$ cat config.mk
export PLATFORM = sky130hd
export DESIGN_NAME = settable_hms_clock
export DESIGN_NICKNAME = d
export VERILOG_FILES = /design/src/hdl/shc_pkg.sv /design/src/hdl/shc_core.sv /design/src/hdl/settable_hms_clock.sv
export SDC_FILE = /design/constraint.sdc
export NUM_CORES = 1
export LEC_CHECK = 0
export BUFFER_PORTS_ARGS = -buffer_cell sky130_fd_sc_hd__buf_2
export CAP_MARGIN = 15
export CORE_UTILIZATION = 53
export DETAILED_ROUTE_END_ITERATION = 10
export GPL_TIMING_DRIVEN = 1
export PLACE_DENSITY = 0.86
export SKIP_CTS_REPAIR_TIMING = 1
export SLEW_MARGIN = 25
export SYNTH_ARGS = -nofsm -noshare
export SYNTH_HDL_FRONTEND = slang
export SYNTH_HIERARCHICAL = 1
export SYNTH_SLANG_ARGS = --single-unit
$ cat constraint.sdc
create_clock -name clk -period 5.5 [get_ports clk]
set_clock_uncertainty 0.1 [all_clocks]
set_input_delay 1.65 -clock clk [delete_from_list [all_inputs] [get_ports clk]]
set_output_delay 1.65 -clock clk [all_outputs]
set_load 0.05 [all_outputs]
$ cat src/hdl/shc_pkg.sv
// Types, codes and small helper functions shared by the settable clock modules.
`default_nettype none

package shc_pkg;

    localparam logic [3:0] BLANK_CODE = 4'd11;

    localparam logic [3:0] KEY_UP    = 4'd11;
    localparam logic [3:0] KEY_DOWN  = 4'd10;
    localparam logic [3:0] KEY_RIGHT = 4'd8;
    localparam logic [3:0] KEY_LEFT  = 4'd7;
    localparam logic [3:0] KEY_RUN   = 4'd0;
    localparam logic [3:0] KEY_STOP  = 4'd9;
    localparam logic [3:0] KEY_CLEAR = 4'd1;

    // Register indexes on the configuration port.
    localparam logic REG_POLLS_PER_SECOND = 1'b0;
    localparam logic REG_EDIT_TIMEOUT     = 1'b1;

    localparam logic [3:0] POLLS_PER_SECOND_RESET = 4'd10;
    localparam logic [3:0] EDIT_TIMEOUT_RESET     = 4'd10;

    localparam logic [4:0] HOURS_RESET   = 5'd23;
    localparam logic [5:0] MINUTES_RESET = 6'd59;
    localparam logic [5:0] SECONDS_RESET = 6'd55;

    localparam logic [4:0] HOURS_LAST   = 5'd23;
    localparam logic [5:0] MINUTES_LAST = 6'd59;
    localparam logic [5:0] SECONDS_LAST = 6'd59;
    localparam logic [5:0] HOURS_WRAP   = 6'd24;
    localparam logic [5:0] MINUTES_WRAP = 6'd60;

    typedef enum logic [1:0] {
        FIELD_NONE    = 2'd0,
        FIELD_HOURS   = 2'd1,
        FIELD_MINUTES = 2'd2,
        FIELD_SECONDS = 2'd3
    } edit_field_t;

    typedef struct packed {
        logic [3:0] polls_per_second;
        logic [3:0] edit_timeout;
    } cfg_t;

    typedef struct packed {
        logic [3:0] hour_tens;
        logic [3:0] hour_units;
        logic [3:0] minute_tens;
        logic [3:0] minute_units;
        logic [3:0] second_tens;
        logic [3:0] second_units;
        logic [5:0] dot_mask;
    } result_t;

    typedef struct packed {
        logic [3:0] tens;
        logic [3:0] units;
    } digit_pair_t;

    // Splits a value below 64 into two decimal digits by a short compare chain.
    function automatic digit_pair_t split_digits(input logic [5:0] value);
        digit_pair_t d;
        logic [5:0]  tens_x10;
        if (value >= 6'd60)      d.tens = 4'd6;
        else if (value >= 6'd50) d.tens = 4'd5;
        else if (value >= 6'd40) d.tens = 4'd4;
        else if (value >= 6'd30) d.tens = 4'd3;
        else if (value >= 6'd20) d.tens = 4'd2;
        else if (value >= 6'd10) d.tens = 4'd1;
        else                     d.tens = 4'd0;
        tens_x10 = {d.tens[2:0], 3'b000} + {2'b00, d.tens[2:0], 1'b0};
        d.units  = 4'(value - tens_x10);
        return d;
    endfunction

    function automatic logic [5:0] dots_of(input edit_field_t f);
        logic [5:0] m;
        unique case (f)
            FIELD_HOURS:   m = 6'h30;
            FIELD_MINUTES: m = 6'h0C;
            FIELD_SECONDS: m = 6'h03;
            default:       m = 6'h00;
        endcase
        return m;
    endfunction

    function automatic edit_field_t right_of(input edit_field_t f);
        edit_field_t r;
        unique case (f)
            FIELD_MINUTES: r = FIELD_SECONDS;
            FIELD_SECONDS: r = FIELD_HOURS;
            default:       r = FIELD_MINUTES;
        endcase
        return r;
    endfunction

    function automatic edit_field_t left_of(input edit_field_t f);
        edit_field_t r;
        unique case (f)
            FIELD_MINUTES: r = FIELD_HOURS;
            FIELD_SECONDS: r = FIELD_MINUTES;
            default:       r = FIELD_SECONDS;
        endcase
        return r;
    endfunction

endpackage

`default_nettype wire

$ cat src/hdl/shc_core.sv
// Clock state and the update that one keypad poll causes.
`default_nettype none

module shc_core
    import shc_pkg::*;
(
    input  wire logic       clk,
    input  wire logic       rst_n,
    input  wire logic       step,
    input  wire logic       key_pressed,
    input  wire logic [3:0] key_id,
    input  wire cfg_t       cfg,
    output result_t         result
);

    logic [4:0]  hours_reg,      hours_next;
    logic [5:0]  minutes_reg,    minutes_next;
    logic [5:0]  seconds_reg,    seconds_next;
    logic        running_reg,    running_next;
    edit_field_t edit_field_reg, edit_field_next;
    logic [3:0]  idle_count_reg, idle_count_next;
    logic        blink_reg,      blink_next;
    logic [3:0]  poll_count_reg, poll_count_next;
    logic        last_pressed_reg, last_pressed_next;
    logic [3:0]  last_key_reg,   last_key_next;
    logic [5:0]  dots_reg,       dots_next;

    logic [4:0]  hr_t;
    logic [5:0]  min_t;
    logic [5:0]  sec_t;
    logic [3:0]  poll_inc;
    logic [3:0]  idle_a;
    edit_field_t field_a;
    logic [5:0]  dots_a;
    logic        changed;
    logic        blank;
    logic [5:0]  field_val;
    logic [5:0]  field_wrap;
    logic [6:0]  field_inc;
    logic [5:0]  field_new;
    digit_pair_t hr_d;
    digit_pair_t min_d;
    digit_pair_t sec_d;

    always_comb
    begin
        // Clock tick on the first poll of each second, while the clock runs.
        hr_t  = hours_reg;
        min_t = minutes_reg;
        sec_t = seconds_reg;
        if (running_reg && poll_count_reg == 4'd0)
        begin
            if (seconds_reg >= SECONDS_LAST)
            begin
                sec_t = 6'd0;
                if (minutes_reg >= MINUTES_LAST)
                begin
                    min_t = 6'd0;
                    hr_t  = (hours_reg >= HOURS_LAST) ? 5'd0 : hours_reg + 5'd1;
                end
                else
                begin
                    min_t = minutes_reg + 6'd1;
                end
            end
            else
            begin
                sec_t = seconds_reg + 6'd1;
            end
        end

        // A zero setting leaves the 4-bit counter to wrap, so a second is 16 polls.
        poll_inc = poll_count_reg + 4'd1;
        if (cfg.polls_per_second != 4'd0 && poll_inc >= cfg.polls_per_second)
            poll_count_next = 4'd0;
        else
            poll_count_next = poll_inc;

        blank  = !blink_reg && edit_field_reg != FIELD_NONE;
        idle_a = idle_count_reg;
        if (!blink_reg)
            idle_a = (edit_field_reg != FIELD_NONE) ? idle_count_reg + 4'd1 : 4'd0;
        blink_next = !blink_reg;

        field_a = edit_field_reg;
        dots_a  = dots_reg;
        if (idle_a == cfg.edit_timeout)
        begin
            idle_a  = 4'd0;
            field_a = FIELD_NONE;
            dots_a  = 6'd0;
        end

        changed = (key_pressed != last_pressed_reg)
               || (key_pressed && key_id != last_key_reg);

        case (field_a)
            FIELD_HOURS:   field_val = {1'b0, hr_t};
            FIELD_MINUTES: field_val = min_t;
            default:       field_val = sec_t;
        endcase
        field_wrap = (field_a == FIELD_HOURS) ? HOURS_WRAP : MINUTES_WRAP;
        field_inc  = {1'b0, field_val} + 7'd1;
        if (key_id == KEY_UP)
            field_new = (field_inc >= {1'b0, field_wrap}) ? 6'd0 : field_inc[5:0];
        else
            field_new = (field_val == 6'd0 || field_val > field_wrap)
                      ? field_wrap - 6'd1 : field_val - 6'd1;

        hours_next        = hr_t;
        minutes_next      = min_t;
        seconds_next      = sec_t;
        running_next      = running_reg;
        edit_field_next   = field_a;
        idle_count_next   = idle_a;
        dots_next         = dots_a;
        last_pressed_next = last_pressed_reg;
        last_key_next     = last_key_reg;

        if (changed)
        begin
            last_pressed_next = key_pressed;
            last_key_next     = key_id;
            if (key_pressed)
            begin
                case (key_id) inside
                    KEY_UP, KEY_DOWN:
                    begin
                        idle_count_next = 4'd0;
                        case (field_a)
                            FIELD_HOURS:   hours_next   = field_new[4:0];
                            FIELD_MINUTES: minutes_next = field_new;
                            FIELD_SECONDS: seconds_next = field_new;
                            default:       ;
                        endcase
                    end
                    KEY_RIGHT:
                    begin
                        idle_count_next = 4'd0;
                        edit_field_next = right_of(field_a);
                        dots_next       = dots_of(right_of(field_a));
                    end
                    KEY_LEFT:
                    begin
                        idle_count_next = 4'd0;
                        edit_field_next = left_of(field_a);
                        dots_next       = dots_of(left_of(field_a));
                    end
                    KEY_RUN:  running_next = 1'b1;
                    KEY_STOP: running_next = 1'b0;
                    KEY_CLEAR:
                    begin
                        hours_next   = 5'd0;
                        minutes_next = 6'd0;
                        seconds_next = 6'd0;
                    end
                    default: ;
                endcase
            end
        end

        // Digits are shown as refreshed after the tick and before the key.
        hr_d  = split_digits({1'b0, hr_t});
        min_d = split_digits(min_t);
        sec_d = split_digits(sec_t);
        result.hour_tens    = (blank && edit_field_reg == FIELD_HOURS)   ? BLANK_CODE : hr_d.tens;
        result.hour_units   = (blank && edit_field_reg == FIELD_HOURS)   ? BLANK_CODE : hr_d.units;
        result.minute_tens  = (blank && edit_field_reg == FIELD_MINUTES) ? BLANK_CODE : min_d.tens;
        result.minute_units = (blank && edit_field_reg == FIELD_MINUTES) ? BLANK_CODE : min_d.units;
        result.second_tens  = (blank && edit_field_reg == FIELD_SECONDS) ? BLANK_CODE : sec_d.tens;
        result.second_units = (blank && edit_field_reg == FIELD_SECONDS) ? BLANK_CODE : sec_d.units;
        result.dot_mask     = dots_next;
    end

    always_ff @(posedge clk or negedge rst_n)
    begin
        if (!rst_n)
        begin
            hours_reg        <= HOURS_RESET;
            minutes_reg      <= MINUTES_RESET;
            seconds_reg      <= SECONDS_RESET;
            running_reg      <= 1'b1;
            edit_field_reg   <= FIELD_NONE;
            idle_count_reg   <= 4'd0;
            blink_reg        <= 1'b0;
            poll_count_reg   <= 4'd0;
            last_pressed_reg <= 1'b0;
            last_key_reg     <= 4'd0;
            dots_reg         <= 6'd0;
        end
        else if (step)
        begin
            hours_reg        <= hours_next;
            minutes_reg      <= minutes_next;
            seconds_reg      <= seconds_next;
            running_reg      <= running_next;
            edit_field_reg   <= edit_field_next;
            idle_count_reg   <= idle_count_next;
            blink_reg        <= blink_next;
            poll_count_reg   <= poll_count_next;
            last_pressed_reg <= last_pressed_next;
            last_key_reg     <= last_key_next;
            dots_reg         <= dots_next;
        end
    end

endmodule

`default_nettype wire

$ cat src/hdl/settable_hms_clock.sv
// Top level of the settable hours-minutes-seconds clock: handshakes, registers, result queue.
`default_nettype none

// Each request is one keypad poll and yields one result with the six shown
// digits and the decimal point mask. One request is taken every clock cycle
// while results are drained: a request is held in the input register, the
// clock state is updated in a single pass as it leaves that register, and the
// result goes into a two-entry queue whose head drives the output ports. The
// queue lets the next request be taken while a finished result still waits.
// polls_per_second (address 0) and edit_timeout (address 4) are written over
// the APB port; the user must write them only while no request is in flight,
// as the block itself does not enforce it.
module settable_hms_clock
    import shc_pkg::*;
(
    input  wire logic        clk,
    input  wire logic        rst_n,
    input  wire logic        psel,
    input  wire logic        penable,
    input  wire logic        pwrite,
    input  wire logic [2:0]  paddr,
    input  wire logic [31:0] pwdata,
    output logic      [31:0] prdata,
    output logic             pready,
    input  wire logic        in_valid,
    output logic             in_ready,
    input  wire logic        key_pressed,
    input  wire logic [3:0]  key_id,
    output logic             out_valid,
    input  wire logic        out_ready,
    output logic      [3:0]  hour_tens,
    output logic      [3:0]  hour_units,
    output logic      [3:0]  minute_tens,
    output logic      [3:0]  minute_units,
    output logic      [3:0]  second_tens,
    output logic      [3:0]  second_units,
    output logic      [5:0]  dot_mask
);

    cfg_t       cfg_reg;
    logic       s1_valid_reg;
    logic       s1_pressed_reg;
    logic [3:0] s1_code_reg;
    logic [1:0] count_reg;
    result_t    head_reg;
    result_t    tail_reg;
    result_t    new_result;
    logic       s1_go;
    logic       pop;
    logic       cfg_write;

    assign pready    = 1'b1;
    assign cfg_write = psel && penable && pwrite && pready;

    always_comb
    begin
        unique case (paddr[2])
            REG_POLLS_PER_SECOND: prdata = {28'd0, cfg_reg.polls_per_second};
            REG_EDIT_TIMEOUT:     prdata = {28'd0, cfg_reg.edit_timeout};
            default:              prdata = 32'd0;
        endcase
    end

    always_ff @(posedge clk or negedge rst_n)
    begin
        if (!rst_n)
        begin
            cfg_reg.polls_per_second <= POLLS_PER_SECOND_RESET;
            cfg_reg.edit_timeout     <= EDIT_TIMEOUT_RESET;
        end
        else if (cfg_write)
        begin
            unique case (paddr[2])
                REG_POLLS_PER_SECOND: cfg_reg.polls_per_second <= pwdata[3:0];
                REG_EDIT_TIMEOUT:     cfg_reg.edit_timeout     <= pwdata[3:0];
                default:              ;
            endcase
        end
    end

    assign out_valid = count_reg != 2'd0;
    assign pop       = out_valid && out_ready;
    assign s1_go     = s1_valid_reg && (count_reg != 2'd2 || out_ready);
    assign in_ready  = !s1_valid_reg || s1_go;

    always_ff @(posedge clk or negedge rst_n)
    begin
        if (!rst_n)
            s1_valid_reg <= 1'b0;
        else if (in_ready)
            s1_valid_reg <= in_valid;
    end

    always_ff @(posedge clk)
    begin
        if (in_valid && in_ready)
        begin
            s1_pressed_reg <= key_pressed;
            s1_code_reg    <= key_id;
        end
    end

    shc_core u_core
    (
        .clk         (clk),
        .rst_n       (rst_n),
        .step        (s1_go),
        .key_pressed (s1_pressed_reg),
        .key_id      (s1_code_reg),
        .cfg         (cfg_reg),
        .result      (new_result)
    );

    always_ff @(posedge clk or negedge rst_n)
    begin
        if (!rst_n)
            count_reg <= 2'd0;
        else if (s1_go && !pop)
            count_reg <= count_reg + 2'd1;
        else if (pop && !s1_go)
            count_reg <= count_reg - 2'd1;
    end

    // The head entry drives the ports; the tail only fills while an older result is left in the head.
    always_ff @(posedge clk)
    begin
        if (s1_go && !pop)
        begin
            if (count_reg == 2'd0)
                head_reg <= new_result;
            else
                tail_reg <= new_result;
        end
        else if (pop && !s1_go)
        begin
            head_reg <= tail_reg;
        end
        else if (pop && s1_go)
        begin
            if (count_reg == 2'd1)
                head_reg <= new_result;
            else
            begin
                head_reg <= tail_reg;
                tail_reg <= new_result;
            end
        end
    end

    assign hour_tens    = head_reg.hour_tens;
    assign hour_units   = head_reg.hour_units;
    assign minute_tens  = head_reg.minute_tens;
    assign minute_units = head_reg.minute_units;
    assign second_tens  = head_reg.second_tens;
    assign second_units = head_reg.second_units;
    assign dot_mask     = head_reg.dot_mask;

    assert property (@(posedge clk) disable iff (!rst_n) count_reg != 2'd3)
        else $error("result queue holds more than two entries");

    assert property (@(posedge clk) disable iff (!rst_n) s1_go |=> out_valid)
        else $error("processed request left no result");

    assert property (@(posedge clk) disable iff (!rst_n)
        out_valid |-> (hour_tens <= 4'd2 || hour_tens == BLANK_CODE)
                   && (minute_tens <= 4'd5 || minute_tens == BLANK_CODE)
                   && (second_tens <= 4'd5 || second_tens == BLANK_CODE))
        else $error("tens digit out of range");

    assert property (@(posedge clk) disable iff (!rst_n)
        in_valid && in_ready |=> s1_valid_reg)
        else $error("accepted request not held in input register");

endmodule

`default_nettype wire

==> impl_metrics.xml <==
<?xml version="1.0" encoding="UTF-8"?>
<metrics>
  <group name="outcome">
    <metric name="outcome" unit="">finished, final reports clean</metric>
  </group>
  <group name="synthesis">
    <metric name="yosys_warnings" unit="">6</metric>
    <metric name="synthAdderAreaFrac" unit="">0.06036</metric>
    <metric name="synth.distinct_cells" unit="">95</metric>
    <metric name="simple_gate_share_of_the_synthesized_area" unit="">0.1474</metric>
    <metric name="count_of_mapped_cells_out_of_synthesis" unit="">772</metric>
    <metric name="synth_async_sr_flop_share" unit="">0.4397</metric>
    <metric name="synth.cell_area" unit="sq um">7794</metric>
    <metric name="muxShareOfSynthArea" unit="">0.07818</metric>
    <metric name="yosysSeqAreaShare" unit="">0.4172</metric>
    <metric name="post_synth_xor_area_fraction" unit="">0.03644</metric>
    <metric name="synth_enable_flop_cells" unit="">65</metric>
    <metric name="synth_compound_gate_area_share" unit="">0.1872</metric>
    <metric name="ys_dominant_reg_cell" unit="">sky130_fd_sc_hd__edfxtp_1</metric>
    <metric name="ys_ff_latch" unit="">116</metric>
    <metric name="postSynthAreaPerCell" unit="sq um">10.10</metric>
    <metric name="combinational_family_with_the_most_area_after_synthesis" unit="">compound AO/OA/AOI/OAI gates</metric>
  </group>
  <group name="sta">
    <metric name="finalCriticalPeriod" unit="ns">5.306</metric>
    <metric name="worst-slew-pin-transition" unit="ns">0.7410</metric>
    <metric name="worst_slew_margin_rel" unit="">0.4919</metric>
    <metric name="final_setup_vio_count" unit="">0</metric>
    <metric name="finalMaxSlewViolations" unit="">0</metric>
    <metric name="finalHoldViolCount" unit="">0</metric>
    <metric name="fin_crit_sh" unit="">0.9647</metric>
    <metric name="max_clock_freq" unit="MHz">188.5</metric>
  </group>
  <group name="drt">
    <metric name="drt_iter0_drc" unit="">607</metric>
    <metric name="wl" unit="um">18120</metric>
    <metric name="final_antenna_net_count" unit="">0</metric>
    <metric name="detailroute.via_count" unit="">6303</metric>
    <metric name="routed_wire_length_per_instance" unit="um">17.44</metric>
    <metric name="first_pass_iters" unit="">5</metric>
    <metric name="viasPerCell" unit="">6.066</metric>
    <metric name="drc_errors" unit="">0</metric>
  </group>
  <group name="placed_design">
    <metric name="dp_hpwl" unit="um">12550</metric>
    <metric name="io_buffers" unit="">52</metric>
    <metric name="dpl-instance-area" unit="sq um">8244</metric>
    <metric name="place_congestion" unit="">0.9298</metric>
  </group>
  <group name="cells_and_area">
    <metric name="diodes" unit="">0</metric>
    <metric name="filler_cell_count" unit="">1113</metric>
    <metric name="post_route_cells_drive_above_1_share" unit="">0.2654</metric>
    <metric name="most_common_library_cell_in_the_layout_ignoring_fill_and_taps" unit="">sky130_fd_sc_hd__nand2_1</metric>
    <metric name="largest_register_ff_count" unit="">30</metric>
    <metric name="final_net_count" unit="">929</metric>
    <metric name="most-common-layout-cells" unit="">sky130_fd_sc_hd__nand2_1, sky130_fd_sc_hd__edfxtp_1, sky130_fd_sc_hd__buf_2</metric>
    <metric name="design_area" unit="sq um">8974</metric>
    <metric name="areaGrowthSynthToFinish" unit="%">15.14</metric>
  </group>
  <group name="clock_tree">
    <metric name="cts_buffers" unit="">17</metric>
    <metric name="tritoncts_num_sinks" unit="">116</metric>
    <metric name="clock_tree.htree_level_count" unit="">4</metric>
    <metric name="clock_path_buffers" unit="">2</metric>
    <metric name="cts.reportedPaths.clkPinSlew" unit="ns">0.06</metric>
    <metric name="clock_latency" unit="ns">0.42</metric>
    <metric name="clk_root_buffer_cell" unit="">sky130_fd_sc_hd__clkbuf_16</metric>
    <metric name="tritoncts" unit="">yes</metric>
  </group>
  <group name="setup_path">
    <metric name="path_delay_family" unit="">compound AO/OA/AOI/OAI gates</metric>
    <metric name="critical_path.startpoint_type" unit="">flop</metric>
    <metric name="timing.critical_path.slowest_stage_cell" unit="">sky130_fd_sc_hd__o41a_1</metric>
    <metric name="setup.worst_path.class" unit="">reg -&gt; reg</metric>
    <metric name="worst_ep_arrival_time" unit="ns">5.52</metric>
    <metric name="critical_path.max_stage_delay" unit="ns">0.52</metric>
    <metric name="worstSetupEndpointType" unit="">flop</metric>
    <metric name="cp_num_buf_inv" unit="">2</metric>
    <metric name="crit_fanout" unit="">9</metric>
    <metric name="critical_path.cell_chain" unit="">o21ba_2 -&gt; nor2b_2 -&gt; a21oi_2 -&gt; xor2_1 -&gt; nand4_1 -&gt; and2_4 -&gt; buf_4 -&gt; ha_2 -&gt; and4_1 -&gt; o41a_1 -&gt; ha_1 -&gt; inv_1 -&gt; xnor2_1 -&gt; ha_1 -&gt; nand2_1 -&gt; a21boi_1 -&gt; or3b_2 -&gt; mux2i_4 -&gt; a21oi_2 -&gt; a21boi_1 -&gt; a41oi_1</metric>
    <metric name="cp_data_required_time" unit="ns">5.71</metric>
  </group>
  <group name="run">
    <metric name="maxCapViolCount" unit="">0</metric>
  </group>
  <group name="floorplan">
    <metric name="die_w" unit="um">123.3</metric>
    <metric name="die-area" unit="sq um">15190</metric>
    <metric name="fp-row-count" unit="">43</metric>
    <metric name="core-area" unit="sq um">14100</metric>
    <metric name="floorplan.initialDensity" unit="">0.5529</metric>
    <metric name="io_pins" unit="">112</metric>
    <metric name="fp.dieH" unit="um">123.3</metric>
  </group>
  <group name="global_routing">
    <metric name="grt.overflow.total" unit="">0</metric>
    <metric name="grt_first_pass_wirelength" unit="um">28850</metric>
    <metric name="first_global_vias" unit="">5744</metric>
    <metric name="grt_max_degree" unit="">54</metric>
    <metric name="globalRouteTotalUtil" unit="">0.2477</metric>
    <metric name="grt_antenna_before_repair" unit="">0</metric>
  </group>
  <group name="min_path">
    <metric name="hold_path_class" unit="">reg -&gt; reg</metric>
  </group>
</metrics>
-- synthesized netlist by cell type, types with 7 or more instances --
| cell | count | area [sq um] |
|---|---|---|
| sky130_fd_sc_hd__mux2_4 | 10 | 150.1 |
| sky130_fd_sc_hd__dfstp_2 | 19 | 499.2 |
| sky130_fd_sc_hd__a31oi_1 | 8 | 50.05 |
| sky130_fd_sc_hd__a21o_1 | 12 | 90.09 |
| sky130_fd_sc_hd__ha_1 | 36 | 450.4 |
| sky130_fd_sc_hd__clkbuf_1 | 18 | 67.56 |
| sky130_fd_sc_hd__edfxtp_1 | 65 | 1952 |
| sky130_fd_sc_hd__dfrtp_1 | 32 | 800.8 |
| sky130_fd_sc_hd__buf_2 | 8 | 40.04 |
| sky130_fd_sc_hd__buf_4 | 30 | 225.2 |
| sky130_fd_sc_hd__a21oi_1 | 30 | 150.1 |
| sky130_fd_sc_hd__nand2b_1 | 15 | 93.84 |
| sky130_fd_sc_hd__inv_1 | 50 | 187.7 |
| sky130_fd_sc_hd__xnor2_1 | 15 | 131.4 |
| sky130_fd_sc_hd__nand3_1 | 24 | 120.1 |
| sky130_fd_sc_hd__mux2_2 | 36 | 405.4 |
| sky130_fd_sc_hd__and3_1 | 9 | 56.30 |
| sky130_fd_sc_hd__nor2_1 | 40 | 150.1 |
| sky130_fd_sc_hd__a22o_1 | 7 | 61.31 |
| sky130_fd_sc_hd__a22oi_1 | 8 | 60.06 |
| sky130_fd_sc_hd__o22ai_1 | 10 | 62.56 |
| sky130_fd_sc_hd__nand2_1 | 77 | 289.0 |
| sky130_fd_sc_hd__xor2_1 | 13 | 113.9 |
| sky130_fd_sc_hd__o21ai_0 | 49 | 245.2 |
-- worst paths after layout --
| check | from | endpoint | slack, ns | depth (start not counted) |
|---|---|---|---|---|
| hold / removal | u_core/dots_reg[0] | u_core/dots_reg[0] | 0.41 | 1 |
| min in group asynchronous | rst_n | cfg_reg[6] | 1.19 | 1 |
| setup reg to reg | u_core/edit_field_reg[0] | u_core/seconds_reg[5] | 0.19 | 21 |
| setup / recovery | u_core/edit_field_reg[0] | u_core/seconds_reg[5] | 0.19 | 21 |
| max in group asynchronous | rst_n | u_core/hours_reg[4] | 3.27 | 2 |
| hold reg to reg | u_core/dots_reg[0] | u_core/dots_reg[0] | 0.41 | 1 |
-- metrics by stage --
step | hold slack [ns] | util | setup slack (ns) | TNS [ns] | instances
floorplan | 0.3667 | - | 0.3830 | 0 | 799
global placement | 0.3827 | 0.5849 | 0.1676 | 0 | 1002
detailed placement | 0.3845 | 0.5849 | 0.01075 | 0 | 1002
CTS | 0.4029 | 0.6260 | -0.02617 | -0.02617 | 1034
global route | 0.4142 | 0.6366 | -0.009722 | -0.01869 | 1039
finish | 0.4053 | 0.6366 | 0.1943 | 0 | 1039
-- kinds of logic after synthesis --
group,after synthesis
and+or+nand+nor,221
AOI/OAI and AO/OA,203
DFF,116
buffers and inverters,110
muxes,51
adders and majority gates,38
xor gates and xnor gates,30
other,3
-- per-layer routing --
layer / routed length (um) / global-route usage
met1: 7589 / 0.3222
met2: 8458 / 0.3876
met3: 1511 / 0.06827
met4: 560 / 0.1047
met5: 0 / 0
-- cell type report --
cell class / count / area [sq um] / area share
well taps: 180 / 225.2 / 0.02510
flip-flops and latches: 116 / 3252 / 0.3624
repair buffers: 88 / 550.5 / 0.06135
inverters: 50 / 187.7 / 0.02091
multi-input cells: 573 / 4179 / 0.4657
clock inverters: 15 / 153.9 / 0.01715
clock buffers: 17 / 425.4 / 0.04741
Power is left out: the tool's default activity adds up to more than one toggle a clock period on the data nets, which glitch-free logic cannot reach.
